--- src/hw/rtl/tsrc_skid.sv ---
// Output register with one skid entry; upstream ready depends on registers only.
`default_nettype none
module tsrc_skid #(
    parameter int WIDTH = 8
) (
    input  wire              i_clk,
    input  wire              i_rst_n,
    input  wire              i_valid,
    output logic             o_ready,
    input  wire [WIDTH-1:0]  i_data,
    output logic             o_valid,
    input  wire              i_ready,
    output logic [WIDTH-1:0] o_data
);
    logic             r_ovld, r_svld;
    logic [WIDTH-1:0] r_odata, r_sdata;
    logic             out_free;

    assign o_ready  = ~r_svld;
    assign out_free = i_ready | ~r_ovld;
    assign o_valid  = r_ovld;
    assign o_data   = r_odata;

    always_ff @(posedge i_clk) begin
        if (!i_rst_n) begin
            r_ovld <= 1'b0;
            r_svld <= 1'b0;
        end else if (i_valid && !r_svld) begin
            if (out_free) begin
                r_odata <= i_data;
                r_ovld  <= 1'b1;
            end else begin
                r_sdata <= i_data;
                r_svld  <= 1'b1;
            end
        end else if (out_free) begin
            if (r_svld) begin
                r_odata <= r_sdata;
                r_ovld  <= 1'b1;
                r_svld  <= 1'b0;
            end else begin
                r_ovld  <= 1'b0;
            end
        end
    end

endmodule
`default_nettype wire

--- config.mk ---
export PLATFORM = sky130hd
export DESIGN_NAME = tsrc_skid
export DESIGN_NICKNAME = d
export VERILOG_FILES = /design/src/hw/rtl/tsrc_skid.sv
export SDC_FILE = /design/constraint.sdc
export NUM_CORES = 1
export LEC_CHECK = 0
export ABC_CLOCK_PERIOD_IN_PS = 1790
export CAP_MARGIN = 20
export CORE_MARGIN = 2
export CORE_UTILIZATION = 25
export CTS_BUF_LIST = sky130_fd_sc_hd__clkbuf_2
export DETAILED_ROUTE_END_ITERATION = 10
export DONT_BUFFER_PORTS = 1
export GPL_ROUTABILITY_DRIVEN = 0
export GPL_TIMING_DRIVEN = 1
export PLACE_DENSITY = 0.37
export SLEW_MARGIN = 15
export SYNTH_ARGS = -nofsm -noshare
export SYNTH_HDL_FRONTEND = slang
export SYNTH_SLANG_ARGS = --single-unit
--- constraint.sdc ---
create_clock -name i_clk -period 1.79 [get_ports i_clk]
set_clock_uncertainty 0.05 [all_clocks]
set_input_delay 0.179 -clock i_clk [delete_from_list [all_inputs] [get_ports i_clk]]
set_output_delay 0.179 -clock i_clk [all_outputs]
set_load 0.1 [all_outputs]
==> flow_summary_export.csv, run 1 <==
group,metric,value,unit
pwr,p_per_area,816,nW/um2
clock_network,cts_resized,0,
timing,setup_violations,0,
die,die-area,3250,um2
cells_and_area,layout-drive-gt1-share,42.2,%
yosys,syn-cell-area,703,um2
clock_network,clkSinkCount,18,
pwr,p_leak,0.381,nW
drt,drc,0,
worst_setup_path,worstPathRequired,1.93,ns
clock_network,cts_root_buf,"clkbuf_2",
timing,hold_viol,0,
worst_setup_path,cp_max_fo,3,
die,die-height,57.0,um
drt,wl_per_cell,12.7,um
yosys,syn_area_per_cell,20.1,um2
die,coreArea,2710,um2
global_routing,grt_max_degree,11,
clock_network,clk-insertion-delay-late,0.28,ns
worst_setup_path,arrival,1.60,ns
cells_and_area,fin_nets,77,
cells_and_area,diodes,0,
clock_network,h-tree-depth,1,
drt,via_per_inst,4.17,
clock_network,cts_tree,"built",
die,io_pins,22,
timing,fmax,684,MHz
yosys,syn-instance-count,35,
die,initial_core_util,25.9,%
yosys,yosysUniqueCellTypes,12,
yosys,ys_seq_area_share,74.0,%
clock_network,cts_buffer_depth,2,
yosys,ys_ff_latch,18,
drt,ant_nets,0,
worst_setup_path,r2r_start,"o_valid$_SDFFE_PN0P_",
timing,fin_setup_tns,0,ns
drt,drt_iter0_drc,5,
clock_network,clkTransAtPathRegs,0.16,ns
job,cap_violations,0,
timing,finalCriticalPeriod,1.46,ns
die,dieWidth,57.0,um
pwr,peakVddDrop,0.000377,V
timing,period_share,81.6,%
min_path,hp-class,"in -> reg",
yosys,syn_nets,47,
cells_and_area,stdcell_area,976,um2
place,placed_cell_area,837,um2
drt,wl,1210,um
global_routing,grt_usage,7.75,%
cells_and_area,nFillCells,279,
clock_network,numCtsBuffers,3,
die,row_count,19,
cells_and_area,area_growth_syn_to_layout,38.8,%
drt,drt_first_pass_iters,3,
timing,relSlewSlack,80.9,%
min_path,min_from,"i_data[6]",
global_routing,grt_pass1_wl,1930,um
worst_setup_path,timing_worst_setup_path_type,"reg -> reg",
yosys,synth_warnings,0,
timing,report.final.slew_viol_count,0,
timing,worst_slew_pin_slew,0.283,ns
drt,num_vias,396,
run_status,status,"completed",
worst_setup_path,cp-end-kind,"register",
global_routing,antenna_found_initial,0,
place,dpl.hpwl,868,um
timing,rsz0062_at_grt,"no",
global_routing,grt.overflow.total,0,
worst_setup_path,startpoint_type,"register",
place,port_buffers,0,
worst_setup_path,critPathLaunch,"o_valid$_SDFFE_PN0P_",
global_routing,grt_pass1_vias,437,
-- Yosys cell counts --
| cell type | count | share of area, % |
|---|---|---|
| nand2b_1 | 1 | 0.89 |
| nor2b_1 | 1 | 0.89 |
| nor2_1 | 1 | 0.53 |
| o21ai_0 | 1 | 0.71 |
| nor3b_1 | 1 | 1.1 |
| mux2_4 | 8 | 17 |
| and4_1 | 1 | 1.2 |
| o31a_2 | 1 | 1.4 |
| dfxtp_1 | 2 | 5.7 |
| buf_6 | 1 | 1.6 |
| inv_1 | 1 | 0.53 |
| edfxtp_1 | 16 | 68 |
-- per-stage QoR --
step	cells	power, mW	worst slack (ns)	hold slack (ns)	utilization [%]
after floorplan	35	0.597	0.0243	0.205	-
after global placement	79	0.619	0.539	0.206	30.9
after detailed placement	79	0.621	0.504	0.214	30.9
after CTS	94	0.809	0.332	0.0191	35.6
after global routing	95	0.836	0.287	0.00358	36.0
final	95	0.796	0.329	0.0443	36.0
-- report_power, final --
part,switching [mW],internal [mW],total [mW]
clock network,0.117,0.0486,0.165
registers,0.00363,0.473,0.476
logic,0.0989,0.0561,0.155
-- cell type report --
type / instances / area (um2) / area share [%]
clock buffers: 3 / 15.0 / 1.54
clock inverters: 1 / 3.75 / 0.385
inverters: 1 / 3.75 / 0.385
multi-input cells: 15 / 168 / 17.2
flip-flops and latches: 18 / 522 / 53.5
well taps: 31 / 38.8 / 3.97
repair buffers: 26 / 225 / 23.1
-- worst paths after layout --
check,endpoint,slack [ns],cells past startpoint
worst max-delay path,o_valid$_SDFFE_PN0P_,0.33,3
worst max register to register,o_valid$_SDFFE_PN0P_,0.33,3
worst min-delay path,o_data[6]$_DFFE_PP_,0.04,1
worst min register to register,o_data[1]$_DFFE_PP_,0.52,1
-- flip-flops by register name (all words and copies together) (netlist names) --
register,flops
o_valid,1
r_svld,1
r_sdata,8
o_data,8
-- worst max-delay path, stage by stage, from the launching register on --
cell and delay, ns:
dfxtp_2 0.35, nor2b_1 0.14, o31a_2 0.27, dlygate4sd3_1 0.55
-- cells by family after synthesis --
logic type | after synthesis | synth area share [%]
simple gates | 5 | 4.63
compound gates | 2 | 2.13
mux | 8 | 17.1
flops | 18 | 74.0
buf+inv | 2 | 2.13
-- layer usage --
metal,GRT usage (%),routed length (um)
met5,0,0
met4,0,0
met3,3.40,69
met2,15.4,686
met1,7.85,449
-- layout by cell type (no fill, tap or decap) --
cell type	count
and4_1	1
buf_4	14
clkbuf_2	3
clkinv_1	1
dfxtp_1	1
dfxtp_2	1
dlygate4sd3_1	12
edfxtp_1	16
inv_1	1
mux2_4	8
nand2b_1	1
nor2_1	1
nor2b_1	1
nor3b_1	1
o21ai_0	1
o31a_2	1
-- what timing repair did --
| action | CTS | global route |
|---|---|---|
| buffers inserted | 0 | 0 |
| endpoints found under the hold margin | 10 | 1 |
| hold buffers | 11 | 1 |
Note: power is estimated with default switching activity, not from simulation.
==> run 2, diff against run 1 <==
Settings changed: ABC_CLOCK_PERIOD_IN_PS 1790 to 1250, PLACE_DENSITY 0.37 to 0.39.
Clock period 1.79 ns to 1.25 ns, I/O delays scaled along.
==> flow_summary_export.csv, run 2 (synthesis gave the netlist of run 1 again) <==
group,metric,value,unit
clock_network,cts_root_buf,"clkbuf_2",
worst_setup_path,startpoint_type,"register",
worst_setup_path,timing_worst_setup_path_type,"reg -> reg",
die,coreArea,2710,um2
worst_setup_path,arrival,1.27,ns
timing,rsz0062_at_grt,"yes",
cells_and_area,area_growth_syn_to_layout,44.3,%
drt,drt_iter0_drc,1,
drt,ant_nets,0,
worst_setup_path,ff2ff_path_depth,3,
drt,drt_first_pass_iters,2,
cells_and_area,fin_nets,76,
global_routing,grt_usage,9.29,%
worst_setup_path,reg2reg_to,"o_data[7]$_DFFE_PP_",
clock_network,cts_tree,"built",
drt,drc,0,
die,io_pins,22,
timing,layout_setup_ws,-0.00901,ns
die,row_count,19,
clock_network,numCtsBuffers,3,
pwr,peakVddDrop,0.000503,V
drt,num_vias,399,
worst_setup_path,worstPathRequired,1.26,ns
timing,whs,0.0223,ns
die,die-height,57.0,um
worst_setup_path,cp_max_fo,8,
timing,finalCriticalPeriod,1.26,ns
worst_setup_path,r2r_start,"r_svld$_SDFFE_PN0P_",
clock_network,cts_buffer_depth,2,
min_path,whs_endpoint,"r_svld$_SDFFE_PN0P_",
drt,wl_per_cell,13.9,um
global_routing,grt_pass1_vias,452,
job,cap_violations,0,
pwr,p_leak,0.389,nW
clock_network,h-tree-depth,1,
drt,via_per_inst,4.24,
die,initial_core_util,25.9,%
run_status,violations,"negative setup slack",
global_routing,grt.overflow.total,0,
global_routing,grt_max_degree,11,
drt,wl,1310,um
worst_setup_path,path_cells,"nand2b_1 > buf_12 > mux2_4",
worst_setup_path,cp-end-kind,"register",
worst_setup_path,cp_slowest_cell,"dfxtp_2",
clock_network,clkTransAtPathRegs,0.17,ns
timing,setup_violations,5,
die,dieWidth,57.0,um
pwr,p_per_area,1140,nW/um2
timing,fmax,794,MHz
pwr,finalPower,1.16,mW
timing,worst_slew_pin_slew,0.291,ns
die,die-area,3250,um2
worst_setup_path,regToRegSetupSlack,-0.009,ns
min_path,whs_path_depth,2,
worst_setup_path,critPathLaunch,"r_svld$_SDFFE_PN0P_",
place,port_buffers,0,
cells_and_area,final_cell_mix,"16 x edfxtp_1, 11 x dlygate4sd3_1, 11 x buf_4, 8 x mux2_4, 3 x clkbuf_2",
cells_and_area,diodes,0,
cells_and_area,final_common_cell,"edfxtp_1",
timing,report.final.slew_viol_count,0,
worst_setup_path,critPathBufInv,1,
min_path,min_from,"i_rst_n",
timing,relSlewSlack,80.6,%
clock_network,clkSinkCount,18,
worst_setup_path,cpPeakStageDelay,0.36,ns
run_status,status,"complete, but fails checks",
timing,hold_viol,0,
global_routing,antenna_found_initial,0,
place,dpl.hpwl,982,um
worst_setup_path,cp.depth,3,
global_routing,grt_pass1_wl,2250,um
clock_network,clk-insertion-delay-late,0.29,ns
timing,period_share,101,%
worst_setup_path,critPathTopFamily,"flip-flops",
min_path,hp-class,"in -> reg",
cells_and_area,layout-drive-gt1-share,50.8,%
## run 2: how the worst max path moves through the flow
| stage | to | slack, ns |
|---|---|---|
| detailed placement | o_data[3]$_DFFE_PP_ | -0.02 |
| floorplan | r_sdata[0]$_DFFE_PP_ | -0.20 |
| finish | o_data[7]$_DFFE_PP_ | -0.009 |
| global route | o_data[2]$_DFFE_PP_ | -0.05 |
| global placement | o_data[3]$_DFFE_PP_ | 0.02 |
| CTS | o_data[4]$_DFFE_PP_ | -0.002 |
## run 2: worst reg2reg max path, delay by kind of cell, from the launching register on
| family | cells | cell delay (ns) |
|---|---|---|
| buffers and inverters | 1 | 0.16 |
| muxes | 1 | 0.29 |
| and+or+nand+nor | 1 | 0.17 |
| DFF | 1 | 0.36 |
## run 2: area by class of cell
cell class                 instances  area (um2)
fill                             277        1700
sequential                        18         526
timing repair buffer              25         244
multi-input combinational         15         180
tap                               31        38.8
clock buffer                       3        15.0
inverter                           1        7.51
clock inverter                     1        3.75
## run 2: per-layer routing
layer / GRT usage, % / share of wire, %
met5: 0 / 0
met2: 15.4 / 53
met4: 5.98 / 1.7
met3: 3.17 / 6.9
met1: 10.1 / 39
## run 2: through the flow
| step | setup WS [ns] | instances | utilization [%] | area, um2 | TNS, ns |
|---|---|---|---|---|---|
| floorplan | -0.199 | 35 | - | 724 | -1.59 |
| global placement | 0.0227 | 78 | 31.8 | 862 | 0 |
| detailed placement | -0.0185 | 78 | 31.8 | 862 | -0.147 |
| CTS | -0.00198 | 93 | 36.8 | 998 | -0.00263 |
| global route | -0.0450 | 94 | 37.4 | 1010 | -0.332 |
| finish | -0.00901 | 94 | 37.4 | 1010 | -0.0292 |
## run 2: power breakdown
part / total, mW / internal (mW) / leakage (nW) / switching, mW
registers: 0.681 / 0.676 / 0.165 / 0.00534
clock network: 0.241 / 0.0696 / 0.0140 / 0.171
logic: 0.236 / 0.0873 / 0.210 / 0.149
total: 1.16 / 0.833 / 0.389 / 0.326
## run 2: repair_timing
item                                    in CTS  in global routing
pin swaps                                    0                  1
setup buffers                                0                  1
hold endpoints to repair                    18                  0
endpoints found under the setup margin      11                 17
hold buffers                                11                  0
gates resized for setup                      3                  2
